==> config.mk <==
export PLATFORM = sky130hd
export DESIGN_NAME = multi_reader_ring_buffer
export DESIGN_NICKNAME = d
export VERILOG_FILES = /design/src/rtl/mrrb_pkg.sv /design/src/rtl/multi_reader_ring_buffer.sv /design/src/rtl/mrrb_ctrl.sv /design/src/rtl/mrrb_dp.sv
export SDC_FILE = /design/constraint.sdc
export NUM_CORES = 1
export LEC_CHECK = 0
export BUFFER_PORTS_ARGS = -buffer_cell sky130_fd_sc_hd__buf_2
export CAP_MARGIN = 0
export CELL_PAD_IN_SITES_DETAIL_PLACEMENT = 0
export CELL_PAD_IN_SITES_GLOBAL_PLACEMENT = 2
export CORE_MARGIN = 10
export CORE_UTILIZATION = 51
export DETAILED_ROUTE_END_ITERATION = 8
export GPL_TIMING_DRIVEN = 0
export PLACE_DENSITY_LB_ADDON = 0.1
export SLEW_MARGIN = 10
export SYNTH_ARGS = -nofsm -noshare
export SYNTH_HDL_FRONTEND = slang
export SYNTH_SLANG_ARGS = --single-unit
==> constraint.sdc <==
create_clock -name i_clk -period 6.88 [get_ports i_clk]
set_input_delay 1.376 -clock i_clk [delete_from_list [all_inputs] [get_ports i_clk]]
set_output_delay 1.376 -clock i_clk [all_outputs]
set_load 0.005 [all_outputs]
==> src/rtl/mrrb_pkg.sv <==
`default_nettype none
// ----------------------------------------------------------------------------
// Multi-reader ring buffer package
// Command and status codes, stream word layout and the control and status
// bundles exchanged between the controller and the datapath.
// ----------------------------------------------------------------------------
package mrrb_pkg;

    localparam int CMD_W      = 2;
    localparam int STAT_W     = 2;
    localparam int CFG_W      = 4;
    localparam int RI_W       = 3;
    localparam int VC_W       = 16;
    localparam int SI_W       = 4;
    localparam int FIELD_W    = 4;
    localparam int S_TDATA_W  = 24;
    localparam int M_TDATA_W  = 40;

    localparam logic [CMD_W-1:0] CMD_QUERY = 2'd0;
    localparam logic [CMD_W-1:0] CMD_WRITE = 2'd1;
    localparam logic [CMD_W-1:0] CMD_READ  = 2'd2;

    localparam logic [STAT_W-1:0] STAT_OK    = 2'd0;
    localparam logic [STAT_W-1:0] STAT_FULL  = 2'd1;
    localparam logic [STAT_W-1:0] STAT_EMPTY = 2'd2;
    localparam logic [STAT_W-1:0] STAT_BAD   = 2'd3;

    typedef struct packed {
        logic load;
        logic rd_ri;
        logic cap;
        logic issue;
        logic fold;
        logic commit;
        logic rd_slot;
        logic out_load;
    } t_ctl;

    typedef struct packed {
        logic scan_more;
        logic out_free;
    } t_sts;

endpackage
`default_nettype wire

==> src/rtl/multi_reader_ring_buffer.sv <==
`default_nettype none
// ----------------------------------------------------------------------------
// Multi-reader ring buffer
// Broadcast ring of slot vertex counts with one writer and several readers.
// ----------------------------------------------------------------------------
// Each input word is a query, a writer commit or a reader commit, and each
// gives exactly one result word that shows the state after the command. The
// free-slot minimum is found by reading one reader pointer per cycle from
// the pointer memory, over active_readers limited to NUM_READERS readers.
// Only one word is in work at a time; the input is ready again once its
// result sits in the output register, and a result that is not yet taken
// holds the next one back. No clearing pass follows reset.
module multi_reader_ring_buffer #(
    parameter int SLOTS       = 16,
    parameter int NUM_READERS = 8
) (
    input  wire logic                              i_clk,
    input  wire logic                              i_rst_n,
    input  wire logic                              i_cfg_valid,
    output logic                                   o_cfg_ready,
    // active_readers [3:0]
    input  wire logic [mrrb_pkg::CFG_W-1:0]        i_cfg_data,
    input  wire logic                              i_s_tvalid,
    output logic                                   o_s_tready,
    // reader_index [2:0], vertex_count [18:3], slot_index [22:19], zero [23]
    input  wire logic [mrrb_pkg::S_TDATA_W-1:0]    i_s_tdata,
    // cmd [1:0]
    input  wire logic [mrrb_pkg::CMD_W-1:0]        i_s_tuser,
    output logic                                   o_m_tvalid,
    input  wire logic                              i_m_tready,
    // writer_slot_valid [0], writer_slot [4:1], reader_slot_valid [5],
    // reader_slot [9:6], free_slots [13:10], all_drained [14],
    // slot_vertices [30:15], wake_readers [31], wake_writer [32], zero [39:33]
    output logic [mrrb_pkg::M_TDATA_W-1:0]         o_m_tdata,
    // status [1:0]
    output logic [mrrb_pkg::STAT_W-1:0]            o_m_tuser
);
    import mrrb_pkg::*;

    t_ctl ctl;
    t_sts sts;

    assign o_cfg_ready = 1'b1;

    mrrb_ctrl u_ctrl (
        .i_clk      (i_clk),
        .i_rst_n    (i_rst_n),
        .i_s_tvalid (i_s_tvalid),
        .o_s_tready (o_s_tready),
        .i_sts      (sts),
        .o_ctl      (ctl)
    );

    mrrb_dp #(
        .SLOTS       (SLOTS),
        .NUM_READERS (NUM_READERS)
    ) u_dp (
        .i_clk       (i_clk),
        .i_rst_n     (i_rst_n),
        .i_cfg_valid (i_cfg_valid),
        .i_cfg_data  (i_cfg_data),
        .i_s_tdata   (i_s_tdata),
        .i_s_tuser   (i_s_tuser),
        .i_m_tready  (i_m_tready),
        .i_ctl       (ctl),
        .o_sts       (sts),
        .o_m_tvalid  (o_m_tvalid),
        .o_m_tdata   (o_m_tdata),
        .o_m_tuser   (o_m_tuser)
    );

endmodule
`default_nettype wire

==> src/rtl/mrrb_ctrl.sv <==
`default_nettype none
// ----------------------------------------------------------------------------
// Multi-reader ring buffer controller
// Sequences one word through reader lookup, pointer scan, commit, slot read
// and result hand-off.
// ----------------------------------------------------------------------------
module mrrb_ctrl (
    input  wire logic          i_clk,
    input  wire logic          i_rst_n,
    input  wire logic          i_s_tvalid,
    output logic               o_s_tready,
    input  wire mrrb_pkg::t_sts i_sts,
    output mrrb_pkg::t_ctl     o_ctl
);
    import mrrb_pkg::*;

    localparam logic [2:0] S_IDLE   = 3'd0;
    localparam logic [2:0] S_RDR    = 3'd1;
    localparam logic [2:0] S_CAP    = 3'd2;
    localparam logic [2:0] S_SCAN   = 3'd3;
    localparam logic [2:0] S_COMMIT = 3'd4;
    localparam logic [2:0] S_RDS    = 3'd5;
    localparam logic [2:0] S_OUT    = 3'd6;

    logic [2:0] r_state;
    logic [2:0] n_state;
    logic       r_fold;
    logic       n_fold;

    always_comb begin
        n_state = r_state;
        o_ctl   = '0;
        unique case (r_state)
            S_IDLE: begin
                o_ctl.load = i_s_tvalid;
                if (i_s_tvalid) begin
                    n_state = S_RDR;
                end
            end
            S_RDR: begin
                o_ctl.rd_ri = 1'b1;
                n_state     = S_CAP;
            end
            S_CAP: begin
                o_ctl.cap   = 1'b1;
                o_ctl.issue = i_sts.scan_more;
                n_state     = S_SCAN;
            end
            S_SCAN: begin
                o_ctl.issue = i_sts.scan_more;
                o_ctl.fold  = r_fold;
                if (!i_sts.scan_more) begin
                    n_state = S_COMMIT;
                end
            end
            S_COMMIT: begin
                o_ctl.commit = 1'b1;
                n_state      = S_RDS;
            end
            S_RDS: begin
                o_ctl.rd_slot = 1'b1;
                n_state       = S_OUT;
            end
            S_OUT: begin
                o_ctl.out_load = i_sts.out_free;
                if (i_sts.out_free) begin
                    n_state = S_IDLE;
                end
            end
            default: begin
                n_state = S_IDLE;
            end
        endcase
    end

    assign n_fold     = o_ctl.issue;
    assign o_s_tready = (r_state == S_IDLE);

    always_ff @(posedge i_clk) begin
        if (!i_rst_n) begin
            r_state <= S_IDLE;
            r_fold  <= 1'b0;
        end else begin
            r_state <= n_state;
            r_fold  <= n_fold;
        end
    end

endmodule
`default_nettype wire

==> src/rtl/mrrb_dp.sv <==
`default_nettype none
// ----------------------------------------------------------------------------
// Multi-reader ring buffer datapath
// Holds the pointers, the reader pointer and slot count memories, the
// running free-slot minimum and the result register.
// ----------------------------------------------------------------------------
module mrrb_dp #(
    parameter int SLOTS       = 16,
    parameter int NUM_READERS = 8
) (
    input  wire logic                              i_clk,
    input  wire logic                              i_rst_n,
    input  wire logic                              i_cfg_valid,
    input  wire logic [mrrb_pkg::CFG_W-1:0]        i_cfg_data,
    input  wire logic [mrrb_pkg::S_TDATA_W-1:0]    i_s_tdata,
    input  wire logic [mrrb_pkg::CMD_W-1:0]        i_s_tuser,
    input  wire logic                              i_m_tready,
    input  wire mrrb_pkg::t_ctl                    i_ctl,
    output mrrb_pkg::t_sts                         o_sts,
    output logic                                   o_m_tvalid,
    output logic [mrrb_pkg::M_TDATA_W-1:0]         o_m_tdata,
    output logic [mrrb_pkg::STAT_W-1:0]            o_m_tuser
);
    import mrrb_pkg::*;

    localparam int PW = $clog2(SLOTS);
    localparam int RW = (NUM_READERS > 1) ? $clog2(NUM_READERS) : 1;
    localparam int CW = $clog2(NUM_READERS + 1);
    localparam int SW = (PW > SI_W) ? PW : SI_W;
    localparam int IW = (RW > RI_W) ? RW : RI_W;
    localparam logic [PW:0]   SLOTS_W = (PW + 1)'(SLOTS);
    localparam logic [PW-1:0] LAST    = PW'(SLOTS - 1);

    function automatic logic [PW-1:0] advance(input logic [PW-1:0] p);
        logic [PW-1:0] q;
        q = PW'(p + 1'b1);
        return (p == LAST) ? '0 : q;
    endfunction

    function automatic logic [PW-1:0] fill(input logic [PW-1:0] w, input logic [PW-1:0] r);
        logic [PW:0] d;
        if (r <= w) begin
            d = {1'b0, w} - {1'b0, r};
        end else begin
            d = {1'b0, w} + SLOTS_W - {1'b0, r};
        end
        return d[PW-1:0];
    endfunction

    logic [CFG_W-1:0]        r_active;
    logic [CMD_W-1:0]        r_cmd;
    logic [RI_W-1:0]         r_ri;
    logic [VC_W-1:0]         r_vc;
    logic [SI_W-1:0]         r_si;
    logic [PW-1:0]           r_wp;
    logic [PW-1:0]           r_rp_ri;
    logic [PW-1:0]           r_min;
    logic [CW-1:0]           r_scan_idx;
    logic [RW-1:0]           r_fold_idx;
    logic [STAT_W-1:0]       r_status;
    logic                    r_wake_r;
    logic                    r_wake_w;
    logic [PW-1:0]           r_rp_mem [NUM_READERS];
    logic [NUM_READERS-1:0]  r_rp_vld;
    logic [PW-1:0]           r_rp_rd;
    logic                    r_rp_rd_vld;
    logic [VC_W-1:0]         r_slot_mem [SLOTS];
    logic [SLOTS-1:0]        r_slot_vld;
    logic [VC_W-1:0]         r_sl_rd;
    logic                    r_sl_rd_vld;
    logic                    r_m_tvalid;
    logic [M_TDATA_W-1:0]    r_m_tdata;
    logic [STAT_W-1:0]       r_m_tuser;

    logic [STAT_W-1:0]       n_status;
    logic                    n_wake_r;
    logic                    n_wake_w;
    logic [CW-1:0]           n_act;
    logic [IW-1:0]           ri_w;
    logic [RW-1:0]           ri_addr;
    logic                    reader_ok;
    logic                    proceed;
    logic [PW-1:0]           rp_rd_val;
    logic [PW-1:0]           rp_eff;
    logic [PW-1:0]           avail;
    logic [RW-1:0]           rd_addr;
    logic [SW-1:0]           si_w;
    logic [PW-1:0]           si_addr;
    logic                    si_in;
    logic                    wr_ok;
    logic                    rd_ok;
    logic                    wsv;
    logic                    rsv;
    logic [SW-1:0]           wp_w;
    logic [SW-1:0]           rp_w;
    logic [SW-1:0]           fr_w;
    logic [VC_W-1:0]         sv;
    logic [M_TDATA_W-1:0]    n_m_tdata;

    always_comb begin
        if (32'(r_active) > NUM_READERS) begin
            n_act = CW'(NUM_READERS);
        end else begin
            n_act = CW'(r_active);
        end
    end

    assign ri_w      = IW'(r_ri);
    assign ri_addr   = ri_w[RW-1:0];
    assign reader_ok = (32'(r_ri) < 32'(n_act));
    assign proceed   = reader_ok && (r_rp_ri != r_wp);
    assign rp_rd_val = r_rp_rd_vld ? r_rp_rd : '0;
    assign rp_eff    = ((r_cmd == CMD_READ) && proceed && (r_fold_idx == ri_addr))
                       ? advance(r_rp_ri) : rp_rd_val;
    assign avail     = LAST - fill(r_wp, rp_eff);
    assign rd_addr   = i_ctl.issue ? r_scan_idx[RW-1:0] : ri_addr;
    assign si_w      = SW'(r_si);
    assign si_addr   = si_w[PW-1:0];
    assign si_in     = (32'(r_si) < SLOTS);
    assign wr_ok     = i_ctl.commit && (r_cmd == CMD_WRITE) && (r_min != '0);
    assign rd_ok     = i_ctl.commit && (r_cmd == CMD_READ) && proceed;

    assign o_sts.scan_more = (r_scan_idx < n_act);
    assign o_sts.out_free  = !r_m_tvalid || i_m_tready;

    always_comb begin
        n_status = STAT_OK;
        n_wake_r = 1'b0;
        n_wake_w = 1'b0;
        case (r_cmd)
            CMD_WRITE: begin
                if (r_min == '0) begin
                    n_status = STAT_FULL;
                end else begin
                    n_wake_r = (n_act != '0);
                end
            end
            CMD_READ: begin
                if (!reader_ok) begin
                    n_status = STAT_BAD;
                end else if (r_rp_ri == r_wp) begin
                    n_status = STAT_EMPTY;
                end else begin
                    n_wake_w = (r_min == LAST);
                end
            end
            default: begin
                if (!reader_ok) begin
                    n_status = STAT_BAD;
                end
            end
        endcase
    end

    always_ff @(posedge i_clk) begin
        if (i_ctl.issue || i_ctl.rd_ri) begin
            r_rp_rd     <= r_rp_mem[rd_addr];
            r_rp_rd_vld <= r_rp_vld[rd_addr];
        end
        if (rd_ok) begin
            r_rp_mem[ri_addr] <= advance(r_rp_ri);
        end
    end

    always_ff @(posedge i_clk) begin
        if (i_ctl.rd_slot) begin
            r_sl_rd     <= r_slot_mem[si_addr];
            r_sl_rd_vld <= r_slot_vld[si_addr];
        end
        if (wr_ok) begin
            r_slot_mem[r_wp] <= r_vc;
        end
    end

    always_ff @(posedge i_clk) begin
        if (!i_rst_n) begin
            r_active   <= '0;
            r_wp       <= '0;
            r_rp_vld   <= '0;
            r_slot_vld <= '0;
            r_m_tvalid <= 1'b0;
        end else begin
            if (i_cfg_valid) begin
                r_active <= i_cfg_data;
            end
            if (wr_ok) begin
                r_wp             <= advance(r_wp);
                r_slot_vld[r_wp] <= 1'b1;
            end
            if (rd_ok) begin
                r_rp_vld[ri_addr] <= 1'b1;
            end
            if (i_ctl.out_load) begin
                r_m_tvalid <= 1'b1;
            end else if (i_m_tready) begin
                r_m_tvalid <= 1'b0;
            end
        end
    end

    always_ff @(posedge i_clk) begin
        if (i_ctl.load) begin
            r_cmd      <= i_s_tuser;
            r_ri       <= i_s_tdata[2:0];
            r_vc       <= i_s_tdata[18:3];
            r_si       <= i_s_tdata[22:19];
            r_scan_idx <= '0;
            r_min      <= LAST;
        end
        if (i_ctl.cap) begin
            r_rp_ri <= rp_rd_val;
        end
        if (i_ctl.issue) begin
            r_scan_idx <= CW'(r_scan_idx + 1'b1);
            r_fold_idx <= r_scan_idx[RW-1:0];
        end
        if (i_ctl.fold && (avail < r_min)) begin
            r_min <= avail;
        end
        if (i_ctl.commit) begin
            r_status <= n_status;
            r_wake_r <= n_wake_r;
            r_wake_w <= n_wake_w;
            if (wr_ok && (n_act != '0)) begin
                r_min <= PW'(r_min - 1'b1);
            end
            if (rd_ok) begin
                r_rp_ri <= advance(r_rp_ri);
            end
        end
        if (i_ctl.out_load) begin
            r_m_tdata <= n_m_tdata;
            r_m_tuser <= r_status;
        end
    end

    assign wsv  = (r_min != '0);
    assign rsv  = reader_ok && (r_rp_ri != r_wp);
    assign wp_w = wsv ? SW'(r_wp) : '0;
    assign rp_w = rsv ? SW'(r_rp_ri) : '0;
    assign fr_w = SW'(r_min);
    assign sv   = (si_in && r_sl_rd_vld) ? r_sl_rd : '0;

    assign n_m_tdata = {7'd0, r_wake_w, r_wake_r, sv, (r_min == LAST), fr_w[FIELD_W-1:0],
                        rp_w[FIELD_W-1:0], rsv, wp_w[FIELD_W-1:0], wsv};

    assign o_m_tvalid = r_m_tvalid;
    assign o_m_tdata  = r_m_tdata;
    assign o_m_tuser  = r_m_tuser;

endmodule
`default_nettype wire

* After elaboration in Yosys (flattened, before gate mapping)
Memory sizes are Yosys's and may differ from the RTL's. A register that Yosys moved wholly into a read port is not among the register bits. Cells that the tools add are included.
Storage, ports and cells: output and inout port bits 45, flip-flop bits (word level) 118, input bits 35, memory bits (writable) 288, word-level logic and storage cells 139, memories 2
Operators by class: $lt $le $gt $ge 11, muxes and demuxes 47, reductions and logical operators 24, bitwise gates (word level) 5, eq/ne operators 17, add/subtract/negate cells 8
Memory list:
- u_dp.r_slot_mem | words 16, width 16, rd ports 1, clocked after memory_dff 1, wr ports 1, RTL line mrrb_dp.sv:67 | logic [VC_W-1:0] r_slot_mem [SLOTS];
- u_dp.r_rp_mem | words 8, width 4, rd ports 1, clocked after memory_dff 1, wr ports 1, RTL line mrrb_dp.sv:63 | logic [PW-1:0] r_rp_mem [NUM_READERS];
Operators with widths (number):
- $mux W4 | 15
- $pmux W3 S7 | 1
- $mux W1 | 19
- $add A4 B1 Y4 const B | 4
- $or A16 B16 Y16 | 1
- $eq A4 B4 Y1 const B | 3
- $mux W3 | 4
- $logic_and A1 B1 Y1 | 11
- $lt A4 B5 Y1 const B | 2
- $eq A3 B3 Y1 const B | 3
- $lt A3 B4 Y1 const B | 2
- $lt A4 B4 Y1 | 2
- $or A8 B8 Y8 | 1
- $reduce_bool A4 Y1 | 2
- $sub A4 B4 Y4 | 2
- $eq A3 B2 Y1 const B | 2
- $mux W2 | 3
- $bmux W1 S4 | 1
- $demux W1 S4 | 1
- $eq A4 B4 Y1 | 1
- $ge A4 B1 Y1 const B | 1
- $gt A4 B4 Y1 const B | 1
- $le A4 B4 Y1 | 1
- $logic_not A4 Y1 | 1
- 22 further kinds | 28

* Longest topological paths before layout
Gate-level depths: netlist of the first run.
word-level depth 15, depth in mapped cells 21, mapped depth without buffers 20

* By module
A second synthesis of the first run with hierarchy kept.
Unflattened totals: cell total of the unflattened synthesis 855, area total of the unflattened synthesis 16769.8 um^2
By module, submodules not included:
- mrrb_dp | cells each 823, times used 1, area each 16463.3 um^2
- mrrb_ctrl | cells each 30, times used 1, area each 295.3 um^2
- multi_reader_ring_buffer | cells each 2, times used 1, area each 11.3 um^2

* Worst setup path before layout of the first run
No wires, ideal clock.
kind register to register, start reg u_dp.r_active[3], end reg u_dp.r_min[3], in the netlist u_dp.fr_w[3], data required time 6.765 ns, cell stages (with the launch flop) 21, buffers on the path 1, slack 2.895 ns, arrival time 3.870 ns, cells stage by stage dfxtp_1 -> inv_1 -> nand2_1 -> ha_1 -> a211o_1 -> a21oi_1 -> and3_1 -> clkbuf_1 -> mux2_2 -> inv_1 -> ha_1 -> nand2_1 -> o21ai_0 -> xor2_1 -> xnor2_1 -> ha_1 -> inv_1 -> o21ai_1 -> a31oi_1 -> o22ai_1 -> o21ba_1
Between the ends: cells in the longest elaborated chain, start to end 15
RTL lines:
- start: declaration | RTL line mrrb_dp.sv:50 | logic [CFG_W-1:0] r_active;
- start signal: assignment | RTL line mrrb_dp.sv:184 | r_active <= i_cfg_data;
- $gt A4 B4 Y1 | RTL line mrrb_dp.sv:101 | if (32'(r_active) > NUM_READERS) begin
- $mux W4 * | RTL line mrrb_dp.sv:101
- $lt A3 B4 Y1 * | RTL line mrrb_dp.sv:110 | assign reader_ok = (32'(r_ri) < 32'(n_act));
- $logic_and A1 B1 Y1 *
- net u_dp.n_m_tdata[5] | RTL line mrrb_dp.sv:98 | logic [M_TDATA_W-1:0] n_m_tdata;
- $logic_and A1 B1 Y1 * (2 in a row) | RTL line mrrb_dp.sv:113 | assign rp_eff = ((r_cmd == CMD_READ) && proceed && (r_fold_idx == ri_addr))
- $mux W4 * | RTL line mrrb_dp.sv:114 | ? advance(r_rp_ri) : rp_rd_val;
- $sub A4 B4 Y4, or another cell as far along | RTL line mrrb_dp.sv:45 | d = {1'b0, w} + SLOTS_W - {1'b0, r};
- $mux W4 * | RTL line mrrb_dp.sv:42 | if (r <= w) begin
- $sub A4 B4 Y4 * | RTL line mrrb_dp.sv:115 | assign avail = LAST - fill(r_wp, rp_eff);
- $lt A4 B4 Y1 | RTL line mrrb_dp.sv:217 | if (i_ctl.fold && (avail < r_min)) begin
- $logic_and A1 B1 Y1 | RTL line mrrb_dp.sv:217
- $mux W4 * | RTL line mrrb_dp.sv:217
- $mux W4 | RTL line mrrb_dp.sv:224 | if (wr_ok && (n_act != '0)) begin
- $mux W4 * | RTL line mrrb_dp.sv:220 | if (i_ctl.commit) begin
- end signal: assignment | RTL line mrrb_dp.sv:218 | r_min <= avail;
- end signal: assignment | RTL line mrrb_dp.sv:225 | r_min <= PW'(r_min - 1'b1);
- end: declaration | RTL line mrrb_dp.sv:57 | logic [PW-1:0] r_min;
Mark *: on every way through the listed nets, which the timed path passes. The rest lies on a longest branch. A chain may end at the register's enable or synchronous reset.

* Worst setup path in the final report of the first run
Ends and elaborated chain as after synthesis.

==> results.py, run 1 <==
metrics = {
    "critical_path": {
        "crit_required_ps": 7310,
        "start_kind": "register",
        "r2r_setup_slack_ps": 2030,
        "crit_fanout": 9,
        "crit_type": "reg -> reg",
        "cp.arrival_ps": 5280,
        "cp-end-kind": "register",
        "ff2ff_path_depth": 20,
    },
    "placed_design": {
        "hpwl_mm": 23.9,
        "port_buffers": 68,
        "place_ws_ps": 1990,
        "gp_congestion": 0.777,
    },
    "floorplanning": {
        "start_util": 0.514,
        "die_area_mm2": 0.0402,
        "die_w_um": 201,
        "die_h_um": 201,
        "rows": 66,
        "ioPinCount": 80,
        "fp.coreArea_mm2": 0.0324,
    },
    "synth": {
        "avgSynthCellArea_um2": 19.2,
        "synth-edff-count": 381,
        "ys.flop_type": "edfxtp_1",
        "yosysSeqAreaShare": 0.742,
        "synth.distinct_cells": 47,
        "synthArstFlopShare": 0,
        "ys_warn_count": 0,
        "synth_area_mm2": 0.0166,
        "ys_ff_latch": 426,
        "synthCells": 864,
    },
    "clock_network": {
        "cts_setup_buffers": 0,
        "cts.path.max_buffers": 3,
        "cts_hold_buf": 0,
        "clkTransAtPathRegs_ps": 60,
        "cts-root-buf": "clkbuf_16",
        "cts_buffers": 45,
        "cts_resized": 0,
        "clkSinkCount": 426,
        "htree_levels": 2,
        "cts_tree": "built",
        "clk_latency_ps": 550,
    },
    "power": {
        "ir_worst_vdd_v": 0.000312,
        "powerDensity_mw_per_mm2": 310,
        "leakagePower_uw": 0.00663,
    },
    "global_routing": {
        "grt_use_total": 0.183,
        "grt_pass1_vias": 8880,
        "antenna_found_initial": 0,
        "grt_max_degree": 28,
        "grt_pass1_wl_mm": 55.7,
        "grt-ovfl-total": 0,
    },
    "run_status": {
        "run_status": "finished clean",
    },
    "detailed_routing": {
        "firstDrtPassIters": 4,
        "drc": 0,
        "dr_total_vias": 8292,
        "ant_nets": 0,
        "wl_per_cell_um": 24.8,
        "via_per_inst": 5.61,
        "drt_wl_total_mm": 36.7,
        "drt_iter0_markers": 604,
    },
    "timing": {
        "maxSlewViolCount": 0,
        "rsz0062_at_grt": "no",
        "max-slew-margin-rel": 0.225,
        "postLayoutSetupSlackWorst_ps": 2030,
        "min_period_ps": 4850,
        "finalCritPeriodShare": 0.705,
        "setup_viol": 0,
        "timing.setup.tns_ps": 0,
        "max_freq_mhz": 206,
        "worst_pin_slew_ps": 1160,
        "hold_violations": 0,
        "finClkSkew_ps": 20.0,
    },
    "cells_and_area": {
        "layout_commonest_cell": "edfxtp_1",
        "syn2layout_area_growth_pct": 16.3,
        "multi_input_area_mm2": 0.00410,
        "drive_gt1_frac": 0.268,
        "final_nets": 1057,
        "area.sequential_mm2": 0.0123,
        "layout_common_cells": "edfxtp_1, mux4_2, buf_2",
        "antenna_cells": 0,
        "nFillCells": 2409,
    },
    "min_path": {
        "min_path_cells": 0,
        "hold_class": "reg -> reg",
    },
    "flow_run": {
        "max-cap-violations": 0,
    },
}
stage by stage:
step	hold slack (ps)	utilization	cells	total power [uW]	instance area [um2]
floorplan	400	-	870	3420	16600
global placement	403	0.542	1380	3590	17500
detailed placement	406	0.550	1393	3610	17800
CTS	420	0.597	1477	6040	19300
global route	442	0.597	1478	6220	19300
finish	421	0.597	1478	6000	19300
cells by family after synthesis:
kind of cell,synth area share
DFF,0.742
and+or+nand+nor,0.0439
muxes,0.142
buffers and inverters,0.0187
AOI/OAI and AO/OA,0.0263
adders and majority gates,0.0178
xor gates and xnor gates,0.00843
other,0.000452
cell type report:
class                      count  share of cell area
clock inverter                29              0.0166
clock buffer                  55              0.0618
tap                          442              0.0286
inverter                      22             0.00427
sequential                   426               0.638
timing repair buffer          82              0.0264
multi-input combinational    374               0.212
buffer                        48              0.0118
report_power, final:
part,internal [uW],switching [uW]
registers,2940,71.3
clock network,1470,976
logic,224,311
total,4640,1360
metal layers:
metal,vias up,part of all wire,global-route usage
met2,271,0.52,0.320
met1,4293,0.41,0.231
li1,3685,-,-
met4,0,0.015,0.0414
met3,43,0.057,0.0363
met5,-,0,0
worst max-delay path: stages, from the launching register on:
cell and delay [ps]:
dfxtp_1 350, inv_1 110, nand2_1 100, ha_1 310, a211o_1 270, a21oi_1 550
and3_1 260, clkbuf_1 260, mux2_2 420, inv_1 60, ha_1 210, nand2_1 60
o21ai_0 80, xor2_1 160, xnor2_1 210, ha_1 300, inv_1 40, o21ai_1 480
a31oi_1 170, o22ai_1 180, o21ba_1 160
cells in the mapped netlist (all sizes together), types with 2 or more instances:
library cell  instances  area share
o21ai                14      0.0042
nor4                  3      0.0011
nand4                 2     0.00075
xnor2                 5      0.0026
nor2b                 6      0.0023
clkbuf               31      0.0070
o21a                 24       0.011
inv                  22      0.0050
o22ai                 2     0.00075
mux2i                32       0.019
a31oi                 2     0.00075
nor3b                 4      0.0018
xor2                 11      0.0058
a21o                  2     0.00090
conb                  2     0.00045
nand3                 5      0.0015
edfxtp              381        0.69
nor3                 11      0.0033
buf                  17      0.0067
a21oi                14      0.0042
and2                 27       0.010
mux4                 90        0.12
and3                  9      0.0035
ha                   22       0.017
nor2                 31      0.0070
nand2                28      0.0068
dfxtp                45       0.054
nor4b                 2      0.0011
nand2b                8      0.0030
o211ai                2     0.00090
flip-flops by register name (all words and copies together) (netlist names), 2 cells and up:
signal,cells
u_dp.r_rp_mem,32
u_dp.r_ri,3
u_dp.r_si,4
u_ctrl.r_state,3
u_dp.fr_w,4
u_dp.r_cmd,2
u_dp.o_m_tdata,33
u_dp.r_rp_vld,8
u_dp.r_vc,16
u_dp.r_rp_rd,4
u_dp.r_fold_idx,3
u_dp.r_active,4
u_dp.r_wp,4
u_dp.r_slot_mem,256
u_dp.o_m_tuser,2
u_dp.r_sl_rd,16
u_dp.r_slot_vld,16
u_dp.r_scan_idx,4
u_dp.r_status,2
u_dp.r_rp_ri,4
path summary, 6_finish.rpt:
kind                     from                  to
max          u_dp.r_active[3]        u_dp.fr_w[3]
min             u_dp.r_wake_w  u_dp.o_m_tdata[32]
max reg2reg  u_dp.r_active[3]        u_dp.fr_w[3]
min reg2reg     u_dp.r_wake_w  u_dp.o_m_tdata[32]
(Power assumes the default switching activity.)
==> run 2, diff against run 1 <==
Settings changed: CORE_UTILIZATION 51 to 47.
Clock period 6.88 ns to 4.8 ns, I/O delays scaled along.
==> run 2 against run 1 <==
First-iteration DRC count rose by 2.3%; critical path depth did not move; largest cell class unchanged; critical path type unchanged; non-clock buffer count rose by 1; utilization fell by 4.3 points; power rose by 39%; clock power rose by 32%; clock-buffer cell count rose by 4; combinational power rose by 43%; maximum frequency rose by 13%.
==> results.py, run 2 (synthesis results as in run 1) <==
metrics = {
    "floorplanning": {
        "start_util": 0.479,
        "ioPinCount": 80,
        "fp.coreArea_mm2": 0.0347,
        "rows": 68,
        "die_h_um": 208,
        "die_area_mm2": 0.0433,
        "die_w_um": 208,
    },
    "cells_and_area": {
        "largest_reg_flops": 256,
        "final_core_util": 0.554,
        "drive_gt1_frac": 0.265,
        "fin_area_mm2": 0.0192,
        "syn2layout_area_growth_pct": 15.7,
        "multi_input_area_mm2": 0.00411,
        "layout_commonest_cell": "edfxtp_1",
        "regMostFlops": "u_dp.r_slot_mem",
        "area.sequential_mm2": 0.0123,
        "final_nets": 1057,
        "antenna_cells": 0,
        "nFillCells": 2682,
        "layout_common_cells": "edfxtp_1, mux4_2, buf_2",
    },
    "clock_network": {
        "clk_latency_ps": 560,
        "clkSinkCount": 426,
        "cts.path.max_buffers": 3,
        "cts-root-buf": "clkbuf_16",
        "cts_tree": "built",
        "cts_buffers": 44,
        "htree_levels": 2,
        "cts_hold_buf": 0,
        "clkTransAtPathRegs_ps": 60,
    },
    "global_routing": {
        "grt_use_total": 0.164,
        "antenna_found_initial": 0,
        "grt_max_degree": 26,
        "grt_pass1_vias": 8726,
        "grt-ovfl-total": 0,
        "grt_pass1_wl_mm": 53.8,
    },
    "power": {
        "leakagePower_uw": 0.00657,
        "ir_worst_vdd_v": 0.000318,
        "powerDensity_mw_per_mm2": 432,
        "fin_total_pwr_uw": 8320,
    },
    "placed_design": {
        "port_buffers": 68,
        "hpwl_mm": 23.7,
        "gp_congestion": 0.823,
        "dpl_cell_area_mm2": 0.0178,
    },
    "timing": {
        "min_period_ps": 4280,
        "setup_viol": 0,
        "rsz0062_at_grt": "no",
        "hold_violations": 0,
        "finalCritPeriodShare": 0.893,
        "worst_pin_slew_ps": 1170,
        "max_freq_mhz": 233,
        "finClkSkew_ps": 23.4,
        "max-slew-margin-rel": 0.220,
        "maxSlewViolCount": 0,
    },
    "critical_path": {
        "path_delay_family": "compound AO/OA/AOI/OAI gates",
        "crit_type": "reg -> reg",
        "cp-end-kind": "register",
        "r2r_setup_slack_ps": 520,
        "crit_fanout": 9,
        "path_common_cell": "ha_1",
        "critPathSlowestCell": "dfxtp_1",
        "start_kind": "register",
        "worst-path-buf-inv": 3,
        "crit_chain": "inv_1 > nand2_1 > ha_1 > a211o_1 > a21oi_4 > and3_1 > clkbuf_1 > nor2_1 > a21oi_1 > ha_1 > a21oi_1 > o21ai_0 > xor2_1 > xnor2_1 > ha_1 > inv_1 > o21ai_2 > a31oi_1 > o22ai_1 > o21ba_1",
        "max_stage_delay_ps": 410,
        "crit_required_ps": 5240,
        "cp.arrival_ps": 4720,
    },
    "detailed_routing": {
        "ant_nets": 0,
        "wl_per_cell_um": 24.1,
        "via_per_inst": 5.55,
        "drc": 0,
        "drt_wl_total_mm": 35.8,
        "firstDrtPassIters": 5,
        "drt_iter0_markers": 618,
        "dr_total_vias": 8257,
    },
    "run_status": {
        "run_status": "finished clean",
    },
    "flow_run": {
        "max-cap-violations": 0,
    },
    "min_path": {
        "hold_class": "reg -> reg",
    },
}
run 2: final cells by class:
class / instances / area share
clock inverters: 20 / 0.00833
flip-flops and latches: 426 / 0.642
clock buffers: 59 / 0.0629
well taps: 455 / 0.0296
multi-input cells: 374 / 0.214
inverters: 22 / 0.00429
repair buffers: 83 / 0.0273
plain buffers: 48 / 0.0118
run 2: per-stage QoR:
stage | setup TNS, ps | hold WS (ps) | worst slack, ps | cells
2_1_floorplan | 0 | 400 | 815 | 870
3_3_place_gp | -24040 | 401 | -412 | 1393
3_5_place_dp | -22.9 | 406 | -22.9 | 1408
4_1_cts | 0 | 425 | 203 | 1487
5_1_grt | 0 | 433 | 58.4 | 1487
6_report | 0 | 424 | 516 | 1487
run 2: worst register-to-register path, stage by stage, from the launching register on:
cell and delay, ps:
dfxtp_1 410, inv_1 100, nand2_1 110, ha_1 240, a211o_1 300, a21oi_4 280, and3_1 210, clkbuf_1 250
nor2_1 80, a21oi_1 220, ha_1 310, a21oi_1 150, o21ai_0 110, xor2_1 160, xnor2_1 190, ha_1 290
inv_1 40, o21ai_2 280, a31oi_1 130, o22ai_1 160, o21ba_1 160
run 2: routing by layer:
layer  wire (um)  vias to the layer above  GRT usage  part of all wire
li1            -                     3681          -                 -
met1       14900                     4295      0.207              0.42
met2       18400                      223      0.281              0.51
met3        1780                       58     0.0329             0.050
met4         769                        0     0.0468             0.021
met5           0                        -          0                 0
run 2: timing repair:
action,in CTS,in global routing
hold endpoints to repair,0,0
pin swaps,0,0
endpoints found under the setup margin,1,4
gates resized for setup,1,2
buffers inserted,0,0
run 2: path summary, 6_finish.rpt:
kind	from	endpoint	depth (start not counted)
hold / removal	u_dp.r_status[0]	u_dp.o_m_tuser[0]	0
setup / recovery	u_dp.r_active[3]	u_dp.fr_w[3]	20
hold reg to reg	u_dp.r_status[0]	u_dp.o_m_tuser[0]	0
setup reg to reg	u_dp.r_active[3]	u_dp.fr_w[3]	20
run 2: report_power, final:
part | internal [uW] | switching (uW)
logic | 321 | 443
clock network | 1880 | 1350
registers | 4220 | 106
